--- src/rtl/lkvc_pkg.sv ---
// Shared types, sizes and helper functions for the LRU key/value cache.
// No dependencies; used by lkvc_scan and lru_key_value_cache_top.
package lkvc_pkg;

  // Store geometry
  localparam int ENTRIES  = 16;
  localparam int KEY_BITS = 32;
  localparam int DATA_W   = 32;
  localparam int CAP_W    = 5;
  localparam int IDX_W    = (ENTRIES > 1) ? $clog2(ENTRIES) : 1;
  localparam int CNT_W    = $clog2(ENTRIES + 1);
  localparam int CMP_W    = (CNT_W > CAP_W) ? CNT_W : CAP_W;

  typedef logic [IDX_W-1:0]    slot_t;
  typedef logic [IDX_W-1:0]    rank_t;
  typedef logic [CNT_W-1:0]    cnt_t;
  typedef logic [KEY_BITS-1:0] key_t;
  typedef logic [DATA_W-1:0]   data_t;
  typedef logic [CMP_W-1:0]    cmp_t;

  // Operation codes
  localparam logic CMD_GET = 1'b0;
  localparam logic CMD_PUT = 1'b1;

  // Registered outcome of one pass over the store
  typedef struct packed {
    logic  hit;
    slot_t hit_slot;
    slot_t lru0;       // slot holding rank count-1
    slot_t lru1;       // slot holding rank count-2
    slot_t free_slot;  // first empty slot
  } scan_res_t;

  // One result item
  typedef struct packed {
    logic  hit;
    data_t read_value;
    logic  evicted;
    data_t evicted_key;
    data_t evicted_value;
  } result_t;

  // Sign-extend a 32-bit key, keep KEY_BITS bits
  function automatic key_t to_key(logic [31:0] k);
    logic [63:0] ext;
    ext = {{32{k[31]}}, k};
    return ext[KEY_BITS-1:0];
  endfunction

  // Stored key back to a 32-bit result field
  function automatic data_t from_key(key_t k);
    logic [63:0] t;
    t = 64'(k);
    return t[DATA_W-1:0];
  endfunction

  // Clamp the capacity register to 1..ENTRIES
  function automatic cmp_t eff_cap(logic [CAP_W-1:0] c);
    cmp_t ce;
    ce = CMP_W'(c);
    if (ce == '0) ce = CMP_W'(1);
    if (ce > CMP_W'(ENTRIES)) ce = CMP_W'(ENTRIES);
    return ce;
  endfunction

endpackage

--- src/rtl/lru_key_value_cache_top.sv ---
// Fully associative key/value cache with least-recently-used replacement.
// Depends on lkvc_pkg and lkvc_scan.

// A get returns the stored value on a hit and makes that entry most recent;
// a put updates or inserts and, when the held count exceeds the capacity
// register, evicts the least recent entry and reports its key and value.
// A transfer is accepted in the idle state; in the scan state the single
// key comparator then walks all ENTRIES (16) slots one by one, and the
// update state loads the output register, or a done state holds the result
// while that register is occupied. The block accepts no new item until it
// is idle again. The store is empty after reset; the capacity register
// resets to 16, a write of 0 acts as 1 and values above 16 act as 16.
module lru_key_value_cache_top (
  input  logic                             clk,
  input  logic                             rst_n,
  // input channel
  input  logic                             in_valid,
  output logic                             in_ready,
  input  logic                             in_cmd,
  input  logic signed [31:0]               in_lookup_key,
  input  logic signed [31:0]               in_store_value,
  // result channel
  output logic                             out_valid,
  input  logic                             out_ready,
  output logic                             out_hit,
  output logic signed [31:0]               out_read_value,
  output logic                             out_evicted,
  output logic signed [31:0]               out_evicted_key,
  output logic signed [31:0]               out_evicted_value,
  // capacity register
  input  logic                             cfg_wr_en,
  input  logic [lkvc_pkg::CAP_W-1:0]       cfg_wr_data
);
  import lkvc_pkg::*;

  typedef enum logic [3:0] {
    ST_IDLE   = 4'b0001,
    ST_SCAN   = 4'b0010,
    ST_UPDATE = 4'b0100,
    ST_DONE   = 4'b1000
  } state_t;

  localparam slot_t LAST_IDX = IDX_W'(ENTRIES - 1);

  // Store
  key_t                keys_r   [ENTRIES];
  data_t               values_r [ENTRIES];
  rank_t               rank_r   [ENTRIES];
  logic [ENTRIES-1:0]  valid_r;
  cnt_t                count_r;
  logic [CAP_W-1:0]    cap_r;

  // Sequencer and captured item
  state_t  state_r, state_nxt;
  slot_t   idx_r;
  logic    cmd_r;
  key_t    key_r;
  data_t   val_r;

  // Results
  result_t res_r, res_nxt, out_r;
  logic    out_valid_r;

  scan_res_t scan;

  // Update-cycle signals
  rank_t              rank_nxt [ENTRIES];
  logic [ENTRIES-1:0] valid_nxt;
  cnt_t               count_nxt;
  cmp_t               cap;
  cmp_t               cnt_cmp;
  logic               is_put;
  logic               ev_hit, ev_miss, do_evict, do_insert;
  slot_t              ev_slot, ins_slot, key_rd_idx, val_rd_idx;
  rank_t              touch_rank;
  key_t               key_rd;
  data_t              val_rd;
  logic               out_free;

  assign in_ready = (state_r == ST_IDLE);
  assign out_free = !out_valid_r || out_ready;

  // Capacity register
  always_ff @(posedge clk) begin
    if (!rst_n) cap_r <= CAP_W'(16);
    else if (cfg_wr_en) cap_r <= cfg_wr_data;
  end

  // Shared key comparator
  lkvc_scan u_scan (
    .clk        (clk),
    .rst_n      (rst_n),
    .start      (in_valid && in_ready),
    .step       (state_r == ST_SCAN),
    .idx        (idx_r),
    .slot_valid (valid_r[idx_r]),
    .slot_key   (key_rd),
    .slot_rank  (rank_r[idx_r]),
    .key        (key_r),
    .count      (count_r),
    .res        (scan)
  );

  // Eviction and insertion decisions
  always_comb begin
    cap        = eff_cap(cap_r);
    cnt_cmp    = CMP_W'(count_r);
    is_put     = (cmd_r == CMD_PUT);
    ev_hit     = is_put && scan.hit && (cnt_cmp > cap);
    ev_miss    = is_put && !scan.hit &&
                 ((cnt_cmp >= cap) || (count_r >= CNT_W'(ENTRIES)));
    do_evict   = ev_hit || ev_miss;
    do_insert  = is_put && !scan.hit;
    // touching the old LRU entry promotes the next one
    ev_slot    = (ev_hit && (scan.hit_slot == scan.lru0)) ? scan.lru1 : scan.lru0;
    ins_slot   = ev_miss ? ev_slot : scan.free_slot;
    touch_rank = rank_r[scan.hit_slot];
    key_rd_idx = (state_r == ST_UPDATE) ? ev_slot : idx_r;
    val_rd_idx = is_put ? ev_slot : scan.hit_slot;
  end

  // Single read port per array
  assign key_rd = keys_r[key_rd_idx];
  assign val_rd = values_r[val_rd_idx];

  // Recency and occupancy update
  always_comb begin
    valid_nxt = valid_r;
    for (int i = 0; i < ENTRIES; i++) rank_nxt[i] = rank_r[i];
    if (scan.hit) begin
      for (int i = 0; i < ENTRIES; i++)
        if (valid_r[i] && (rank_r[i] < touch_rank)) rank_nxt[i] = rank_r[i] + IDX_W'(1);
      rank_nxt[scan.hit_slot] = '0;
    end
    if (do_evict) begin
      valid_nxt[ev_slot] = 1'b0;
      rank_nxt[ev_slot]  = '0;
    end
    if (do_insert) begin
      for (int i = 0; i < ENTRIES; i++)
        if (valid_nxt[i]) rank_nxt[i] = rank_nxt[i] + IDX_W'(1);
      valid_nxt[ins_slot] = 1'b1;
      rank_nxt[ins_slot]  = '0;
    end
    count_nxt = count_r - CNT_W'(do_evict) + CNT_W'(do_insert);
  end

  // Result of the update cycle
  always_comb begin
    res_nxt.hit           = scan.hit;
    res_nxt.read_value    = (!is_put && scan.hit) ? val_rd : '0;
    res_nxt.evicted       = do_evict;
    res_nxt.evicted_key   = do_evict ? from_key(key_rd) : '0;
    res_nxt.evicted_value = do_evict ? val_rd : '0;
  end

  // Sequencer
  always_comb begin
    state_nxt = state_r;
    case (state_r)
      ST_IDLE:   if (in_valid) state_nxt = ST_SCAN;
      ST_SCAN:   if (idx_r == LAST_IDX) state_nxt = ST_UPDATE;
      ST_UPDATE: state_nxt = out_free ? ST_IDLE : ST_DONE;
      ST_DONE:   if (out_free) state_nxt = ST_IDLE;
      default:   state_nxt = ST_IDLE;
    endcase
  end

  always_ff @(posedge clk) begin
    if (!rst_n) begin
      state_r <= ST_IDLE;
      idx_r   <= '0;
    end else begin
      state_r <= state_nxt;
      if (state_r == ST_IDLE)      idx_r <= '0;
      else if (state_r == ST_SCAN) idx_r <= idx_r + IDX_W'(1);
    end
  end

  // Capture the item on transfer
  always_ff @(posedge clk) begin
    if (in_valid && in_ready) begin
      cmd_r <= in_cmd;
      key_r <= to_key(in_lookup_key);
      val_r <= in_store_value;
    end
  end

  // Control part of the store
  always_ff @(posedge clk) begin
    if (!rst_n) begin
      valid_r <= '0;
      count_r <= '0;
      for (int i = 0; i < ENTRIES; i++) rank_r[i] <= '0;
    end else if (state_r == ST_UPDATE) begin
      valid_r <= valid_nxt;
      count_r <= count_nxt;
      for (int i = 0; i < ENTRIES; i++) rank_r[i] <= rank_nxt[i];
    end
  end

  // Key and value arrays
  always_ff @(posedge clk) begin
    if ((state_r == ST_UPDATE) && is_put) begin
      if (scan.hit) begin
        values_r[scan.hit_slot] <= val_r;
      end else begin
        keys_r[ins_slot]   <= key_r;
        values_r[ins_slot] <= val_r;
      end
    end
  end

  // Held result while the output register is occupied
  always_ff @(posedge clk) begin
    if (state_r == ST_UPDATE) res_r <= res_nxt;
  end

  // Output register
  always_ff @(posedge clk) begin
    if (!rst_n) begin
      out_valid_r <= 1'b0;
    end else if ((state_r == ST_UPDATE) && out_free) begin
      out_valid_r <= 1'b1;
      out_r       <= res_nxt;
    end else if ((state_r == ST_DONE) && out_free) begin
      out_valid_r <= 1'b1;
      out_r       <= res_r;
    end else if (out_ready) begin
      out_valid_r <= 1'b0;
    end
  end

  assign out_valid         = out_valid_r;
  assign out_hit           = out_r.hit;
  assign out_read_value    = out_r.read_value;
  assign out_evicted       = out_r.evicted;
  assign out_evicted_key   = out_r.evicted_key;
  assign out_evicted_value = out_r.evicted_value;

  // Occupancy count tracks the valid bits
  a_count_matches: assert property (@(posedge clk) disable iff (!rst_n)
    count_r == CNT_W'($countones(valid_r)))
    else $error("entry count differs from number of valid slots");

  a_count_bound: assert property (@(posedge clk) disable iff (!rst_n)
    count_r <= CNT_W'(ENTRIES))
    else $error("entry count above store size");

  a_busy_after_xfer: assert property (@(posedge clk) disable iff (!rst_n)
    (in_valid && in_ready) |=> !in_ready)
    else $error("ready high right after an input transfer");

  a_evict_only_put: assert property (@(posedge clk) disable iff (!rst_n)
    (state_r == ST_UPDATE && !is_put) |-> !do_evict)
    else $error("get caused an eviction");

endmodule

--- src/rtl/lkvc_scan.sv ---
// Shared compare unit: walks the store one slot per cycle and records the
// matching slot, the two least recent slots and the first free slot.
// Depends on lkvc_pkg.
module lkvc_scan (
  input  logic              clk,
  input  logic              rst_n,
  input  logic              start,
  input  logic              step,
  input  lkvc_pkg::slot_t   idx,
  input  logic              slot_valid,
  input  lkvc_pkg::key_t    slot_key,
  input  lkvc_pkg::rank_t   slot_rank,
  input  lkvc_pkg::key_t    key,
  input  lkvc_pkg::cnt_t    count,
  output lkvc_pkg::scan_res_t res
);
  import lkvc_pkg::*;

  scan_res_t res_r;
  logic      free_found_r;

  logic             match;
  logic             is_lru0;
  logic             is_lru1;
  logic [CNT_W:0]   rank_ext;
  logic [CNT_W:0]   cnt_ext;

  // Per-slot compares
  assign rank_ext = (CNT_W + 1)'(slot_rank);
  assign cnt_ext  = (CNT_W + 1)'(count);
  assign match    = slot_valid && (slot_key == key);
  assign is_lru0  = slot_valid && (rank_ext + (CNT_W + 1)'(1) == cnt_ext);
  assign is_lru1  = slot_valid && (rank_ext + (CNT_W + 1)'(2) == cnt_ext);

  // Accumulate the pass results
  always_ff @(posedge clk) begin
    if (!rst_n) begin
      res_r        <= '0;
      free_found_r <= 1'b0;
    end else if (start) begin
      res_r        <= '0;
      free_found_r <= 1'b0;
    end else if (step) begin
      if (match && !res_r.hit) begin
        res_r.hit      <= 1'b1;
        res_r.hit_slot <= idx;
      end
      if (is_lru0) res_r.lru0 <= idx;
      if (is_lru1) res_r.lru1 <= idx;
      if (!slot_valid && !free_found_r) begin
        res_r.free_slot <= idx;
        free_found_r    <= 1'b1;
      end
    end
  end

  assign res = res_r;

  // A match is only ever recorded once per pass
  a_hit_sticky: assert property (@(posedge clk) disable iff (!rst_n)
    (res_r.hit && !start) |=> res_r.hit)
    else $error("scan hit flag dropped mid-pass");

  a_hit_slot_stable: assert property (@(posedge clk) disable iff (!rst_n)
    (res_r.hit && !start) |=> $stable(res_r.hit_slot))
    else $error("scan hit slot changed after first match");

  a_free_stable: assert property (@(posedge clk) disable iff (!rst_n)
    (free_found_r && !start) |=> $stable(res_r.free_slot))
    else $error("scan free slot changed after first empty slot");

endmodule

--- config.mk ---
export PLATFORM = sky130hd
export DESIGN_NAME = lru_key_value_cache_top
export DESIGN_NICKNAME = d
export VERILOG_FILES = /design/src/rtl/lkvc_pkg.sv /design/src/rtl/lru_key_value_cache_top.sv /design/src/rtl/lkvc_scan.sv
export SDC_FILE = /design/constraint.sdc
export NUM_CORES = 2
export LEC_CHECK = 0
export BUFFER_PORTS_ARGS = -buffer_cell sky130_fd_sc_hd__buf_2
export CORE_MARGIN = 8
export CORE_UTILIZATION = 56
export CTS_CLUSTER_SIZE = 40
export DETAILED_ROUTE_END_ITERATION = 12
export MAX_ROUTING_LAYER = met4
export PLACE_DENSITY = 0.74
export SLEW_MARGIN = 10
export SYNTH_ARGS = -nofsm -noshare
export SYNTH_HDL_FRONTEND = slang
export SYNTH_HIERARCHICAL = 1
export SYNTH_SLANG_ARGS = --single-unit
--- constraint.sdc ---
create_clock -name clk -period 12.44 [get_ports clk]
set_input_delay 1.866 -clock clk [delete_from_list [all_inputs] [get_ports clk]]
set_output_delay 1.866 -clock clk [all_outputs]
set_load 0.05 [all_outputs]
---- Yosys cells after proc, flatten, opt, wreduce, memory -nomap -nowiden ----
Memories as Yosys holds them, arrays and structs flattened. A register that Yosys moved wholly into a read port is not among the register bits.
Index checks and enable logic that the tools add are counted.
word-level totals
  output and inout port bits .............. 100
  input bits .............................. 75
  memory bits (writable) .................. 1088
  register bits after elaboration ......... 314
  memories ................................ 3
  word-level logic and storage cells ...... 326
memory list
  name      depth  width  rd ports  clocked after memory_dff  wr ports  RTL line                       text
  keys_r    16     32     1         0                         1         lru_key_value_cache_top.sv:46  key_t keys_r [ENTRIES];
  values_r  16     32     1         0                         1         lru_key_value_cache_top.sv:47  data_t values_r [ENTRIES];
  rank_r    16     4      18        2                         16        lru_key_value_cache_top.sv:48  rank_t rank_r [ENTRIES];
cells by class
  bitwise operators ....................... 29
  $add $sub $neg .......................... 37
  equality and inequality tests ........... 12
  $lt $le $gt $ge ......................... 31
  muxes and demuxes ....................... 133
  reductions and logical operators ........ 56
operators with widths
  operator             count
  $mux 4               96
  $mux 98              2
  $and 64x64->64       3
  $mux 64              3
  $not 64->64          3
  $add 4x1->4 const B  33
  $mux 32              4
  $lt 4x4->1           16
  $demux 4 s4          3
  $logic_and 1x1->1    36
  $eq 32x32->1         1
  $mux 16              2
  $reduce_or 32->1     1
  $ge 5x5->1 const B   4
  $mux 1               17
  $and 16x16->16       1
  $not 16->16          1
  $or 1x1->1           16
  $or 16x16->16        1
  $pmux 4 s4           1
  $lt 4x5->1 const B   3
  $lt 5x1->1 const B   3
  $not 4->5            3
  $eq 6x5->1           2
  26 further kinds     43

---- Longest topological paths before layout ----
  depth after elaboration ................. 22
  gate-level depth with buffers ........... 21
  gate-level depth less buffers ........... 19

---- Cells and area by module ----
Netlist, hierarchy kept.
modules (own cells, without submodules)
  module                   cells an instance  seq. area each (µm²)  instances  area each (µm²)
  lru_key_value_cache_top  4205               41289.6               1          60374.2
  lkvc_scan                131                360.3                 1          1222.4

---- Worst setup path before layout ----
OpenSTA, ideal clock, no wires.
  path type ............................... input -> register
  from .................................... in rst_n
  to ...................................... reg out_r (netlist bit out_evicted) (enable)
  library setup time ...................... 556 ps
  arrival time ............................ 6551 ps
  path slack .............................. 5333 ps
  required time ........................... 11884 ps
  path buffers ............................ 0
  stages .................................. 3
  path through ............................ inv_1 > or4_1 > nor2_1
between the ends
  cells in the longest elaborated chain, start to end .. 1
ends and longest elaborated chain
  element                     RTL line                        text
  from (decl)                 lru_key_value_cache_top.sv:15   input logic rst_n,
  $reduce_and 2->1 (no line)  n/a
  to (signal assigned)        lru_key_value_cache_top.sv:225  out_r <= res_nxt;
  to (signal assigned)        lru_key_value_cache_top.sv:228  out_r <= res_r;
  to (decl)                   lru_key_value_cache_top.sv:61   result_t res_r, res_nxt, out_r;
No other way between the ends.
A chain may end at the register's enable or synchronous reset.

---- Worst setup path in the final report ----
  from .................................... reg count_r[1] (netlist: cnt_cmp[1])
  to ...................................... reg u_scan.res_r (netlist bit u_scan/res[15])
between the ends
  cells in the longest elaborated chain, start to end .. 10
ends and longest elaborated chain
  element                     RTL line                        text
  from (decl)                 lru_key_value_cache_top.sv:50   cnt_t count_r;
  from (signal assigned)      lru_key_value_cache_top.sv:197  count_r <= count_nxt;
  $gt 5x5->1                  lru_key_value_cache_top.sv:109  ev_hit = is_put && scan.hit && (cnt_cmp > cap);
  $logic_and 1x1->1           lru_key_value_cache_top.sv:109
  $logic_and 1x1->1           lru_key_value_cache_top.sv:115  ev_slot = (ev_hit && (scan.hit_slot == scan.lru0)) ? scan.lru1 : scan.lru0;
  $mux 4                      lru_key_value_cache_top.sv:115
  $mux 4                      lru_key_value_cache_top.sv:118  key_rd_idx = (state_r == ST_UPDATE) ? ev_slot : idx_r;
  $mem_v2 16x32               n/a
  named net key_rd[31]        lru_key_value_cache_top.sv:76   key_t key_rd;
  $eq 32x32->1                lkvc_scan.sv:31                 assign match = slot_valid && (slot_key == key);
  $logic_and 1x1->1           lkvc_scan.sv:31
  $logic_and 1x1->1           lkvc_scan.sv:44                 if (match && !res_r.hit) begin
  $reduce_and 2->1 (no line)  n/a
  to (decl)                   lkvc_scan.sv:19                 scan_res_t res_r;
The timed path passes the listed nets, and every way through them passes these cells.

==> results_dict.tcl <==
set metrics [dict create \
    result_of_the_run "complete, no violations" \
    yosys.cell_types.count 93 \
    cts-buffers-inserted 144 \
    synth_area_mm2 0.0616 \
    clk_transition_reported_paths_ns 0.06 \
    pre_cts_ws_ns 5.92 \
    cp_slowest_cell "sky130_fd_sc_hd__a21boi_4" \
    design.die.area_mm2 0.121 \
    top_count_cell_post_synth "sky130_fd_sc_hd__edfxtp_1" \
    core_area_mm2 0.109 \
    cts.root.buffer_cell "sky130_fd_sc_hd__clkbuf_16" \
    ys_warn_count 6 \
    critical_path_buf_inv_count 2 \
    clock_latency_ns 0.75 \
    remaining_drc_errors 0 \
    synth_top_area_cell "sky130_fd_sc_hd__edfxtp_1" \
    worstMarginPinSlew_ns 1.14 \
    fraction_of_post_synthesis_cell_area_in_the_top_cell_type_by_area_pct 65.8 \
    grt_start_max_net_pins 175 \
    area.growth.synth_to_final_pct 11.4 \
    worst-path-max-fanout 68 \
    cts.htree.levels 4 \
    placer_congestion_estimate 0.952 \
    grt_setup_unrepaired "false" \
    numPortBuffers 174 \
    io_pins 175 \
    netlist_top_cells_area "sky130_fd_sc_hd__edfxtp_1 66%, sky130_fd_sc_hd__a211oi_1 4.5%, sky130_fd_sc_hd__mux2i_1 2.7%" \
    maxClockFrequency_ghz 0.151 \
    finish.utilization_pct 62.9 \
    post-route-period-util_pct 53.2 \
    wl_mm 167 \
    yosys_register_bits 1406 \
    post_layout_min_period_ns 6.62 \
    final-max-slew-violation-count 0 \
    route.vias.total 39700 \
    synth.avg_cell_area_um2 14.2 \
    critical_path.endpoint_type "flop" \
    syn-num-nets 4504 \
    slew-limit-headroom_pct 24.0 \
    multi_input_area_mm2 0.0188 \
    synthTopCellsByCount "1349 x sky130_fd_sc_hd__edfxtp_1, 368 x sky130_fd_sc_hd__a211oi_1, 317 x sky130_fd_sc_hd__nand2_1, 214 x sky130_fd_sc_hd__nor2_1, 210 x sky130_fd_sc_hd__clkbuf_1" \
    cts.path.max_buffers 3 \
    floorplan.initialDensity_pct 56.5 \
    hpwlAfterDp_mm 93.6 \
    cts_num_sinks 1406 \
    timing.setup.tns_ns 0 \
    cp_data_arrival_time_ns 7.29 \
    ir_drop_uv 142 \
    max_cap_violations 0 \
    cts.hold.buffers_added 0 \
    leakagePower_nw 22.4 \
    die_h_um 348 \
    grt.overflow.total 0 \
    ys_dominant_reg_cell "sky130_fd_sc_hd__edfxtp_1" \
    final_layout_size_suffix_gt1_share_pct 14.4 \
    synth_cells 4336 \
    slowest_delay_ns 0.89 \
    synth_async_sr_flop_share_pct 0 \
    setup.worst_path.class "flop to flop" \
    crit_path_most_repeated_cell "sky130_fd_sc_hd__nor4_1" \
    timing.final.ws_setup_ns 5.82 \
    tritoncts "done" \
    fill_cells 7775 \
    regArea_mm2 0.0416 \
    crit_path_cell_trace "ha_1, nor2b_4, o21a_4, o211ai_4, o21ai_0, a21boi_4, buf_4, a21oi_1, a211oi_1, nor4_1, inv_1, xor2_1, nor4_1, nand4_1, nor4_4, mux2i_1" \
    total_global_routing_track_utilization_pct 27.5 \
    drt-initial-drc-count 4966 \
    hp-class "flop to flop" \
    postRouteAntennaNets 0 \
    hold_violations 0 \
    cts.repair_timing.setup_buffer_count 0 \
    nets_finish 4622 \
    hold_ws_ns 0.481 \
    number_of_antenna_violations_at_the_first_check_in_global_routing 11 \
    row_count 121 \
    synth_edf_count 1349 \
    via_to_cell_ratio 6.63 \
    yosysSeqAreaShare_pct 67.6 \
    timing.critical_path.required_ns 13.11 \
    dieWidth_um 348 \
    detailed_routing_iteration_count_for_the_pre_antenna_repair_pass 8 \
    setup_violations 0 \
    cellPowerDensity_mw_per_mm2 142 \
    grt_pass1_wl_mm 246 \
    ctsResizeCount 0 \
    detail_route.wl_per_cell_um 27.9 \
    clock-skew-final_ns 0.0325 \
    timing.critical_path.max_delay_family "simple AND/OR/NAND/NOR gates" \
    worst_setup_path_start_kind "flop" \
    via_count_of_the_first_global_routing_pass 38400 \
]
cells in the final DEF (no fill, tap or decap), types with 131 or more instances in the layout:
cell	Yosys	layout
sky130_fd_sc_hd__a221oi_1	131	131
sky130_fd_sc_hd__and2_1	197	196
sky130_fd_sc_hd__clkbuf_16	0	148
sky130_fd_sc_hd__nor2_1	214	178
sky130_fd_sc_hd__nand2_1	317	305
sky130_fd_sc_hd__mux2i_1	167	167
sky130_fd_sc_hd__a21oi_1	180	180
sky130_fd_sc_hd__edfxtp_1	1349	1349
sky130_fd_sc_hd__a211oi_1	368	368
sky130_fd_sc_hd__buf_2	36	174
registers in the layout, indices dropped and copies added (netlist names), named ones only:
| name | count |
|---|---|
| idx_r | 4 |
| out_evicted_key | 32 |
| out_evicted | 1 |
| u_scan/res | 17 |
| key_r | 32 |
| rank_r | 64 |
| cmd_r | 1 |
| out_read_value | 32 |
| out_hit | 1 |
| out_valid | 1 |
| valid_r | 16 |
| values_r | 512 |
| keys_r | 512 |
| val_r | 32 |
| out_evicted_value | 32 |
| res_r | 98 |
| cnt_cmp | 5 |
| state_r | 4 |
| cap_r | 5 |
| u_scan/free_found_r | 1 |
report_power, final:
group | internal (mW) | total, mW | switching, mW
clock | 2.42 | 4.22 | 1.80
sequential | 5.22 | 5.30 | 0.0801
combinational | 0.0836 | 0.251 | 0.167
stage by stage:
stage / power [mW] / instances / area (um2)
2_1_floorplan: 5.52 / 4336 / 61600
3_3_place_gp: 5.64 / 5722 / 64000
3_5_place_dp: 5.64 / 5722 / 64000
4_1_cts: 9.81 / 5978 / 68600
5_1_grt: 10.0 / 5982 / 68600
6_report: 9.77 / 5984 / 68600
path summary, 6_finish.rpt:
path / slack [ns] / cells after the start / endpoint / start
worst max-delay path: 5.82 / 16 / u_scan/res[15]$_SDFFE_PP0P_ / cnt_cmp[1]$_SDFFE_PN0N_
worst max register to register: 5.82 / 16 / u_scan/res[15]$_SDFFE_PP0P_ / cnt_cmp[1]$_SDFFE_PN0N_
worst min-delay path: 0.48 / 2 / u_scan/free_found_r$_SDFFE_PP0P_ / u_scan/free_found_r$_SDFFE_PP0P_
worst min register to register: 0.48 / 2 / u_scan/free_found_r$_SDFFE_PP0P_ / u_scan/free_found_r$_SDFFE_PP0P_
area by class of cell:
cell class / instances / area share, %
antenna: 6 / 0.0219
sequential: 1406 / 60.7
multi-input combinational: 2577 / 27.5
tap: 1414 / 2.58
inverter: 68 / 0.387
clock inverter: 82 / 1.11
timing repair buffer: 257 / 2.20
clock buffer: 174 / 5.55
worst reg2reg max path: stages (launching register included):
cell and delay (ns):
sky130_fd_sc_hd__dfxtp_1 0.51, sky130_fd_sc_hd__ha_1 0.35, sky130_fd_sc_hd__nor2b_4 0.16, sky130_fd_sc_hd__o21a_4 0.20, sky130_fd_sc_hd__o211ai_4 0.30, sky130_fd_sc_hd__o21ai_0 0.35, sky130_fd_sc_hd__a21boi_4 0.89, sky130_fd_sc_hd__buf_4 0.81
sky130_fd_sc_hd__a21oi_1 0.21, sky130_fd_sc_hd__a211oi_1 0.32, sky130_fd_sc_hd__nor4_1 0.14, sky130_fd_sc_hd__inv_1 0.09, sky130_fd_sc_hd__xor2_1 0.07, sky130_fd_sc_hd__nor4_1 0.83, sky130_fd_sc_hd__nand4_1 0.34, sky130_fd_sc_hd__nor4_4 0.73
sky130_fd_sc_hd__mux2i_1 0.26
cell families after synthesis:
logic type                 count (synthesis)  share of synthesized area [%]
AOI/OAI and AO/OA                       1021                           12.3
xor gates and xnor gates                 147                           2.09
adders and majority gates                 93                           1.90
buffers and inverters                    353                           2.44
DFF                                     1406                           67.6
muxes                                    216                           4.41
and+or+nand+nor                         1100                           9.27
metal layers:
metal  vias to the layer above  part of all wire [%]  global-route usage (%)  routed length (um)
li1                      17200                     -                       -                   -
met1                     19700                    40                    36.3               66100
met2                      2332                    47                    42.9               78300
met3                       363                    10                    5.49               16800
met4                         0                   3.5                    9.73                5810
met5                         -                     0                       -                   0
(Power assumes the default switching activity.)
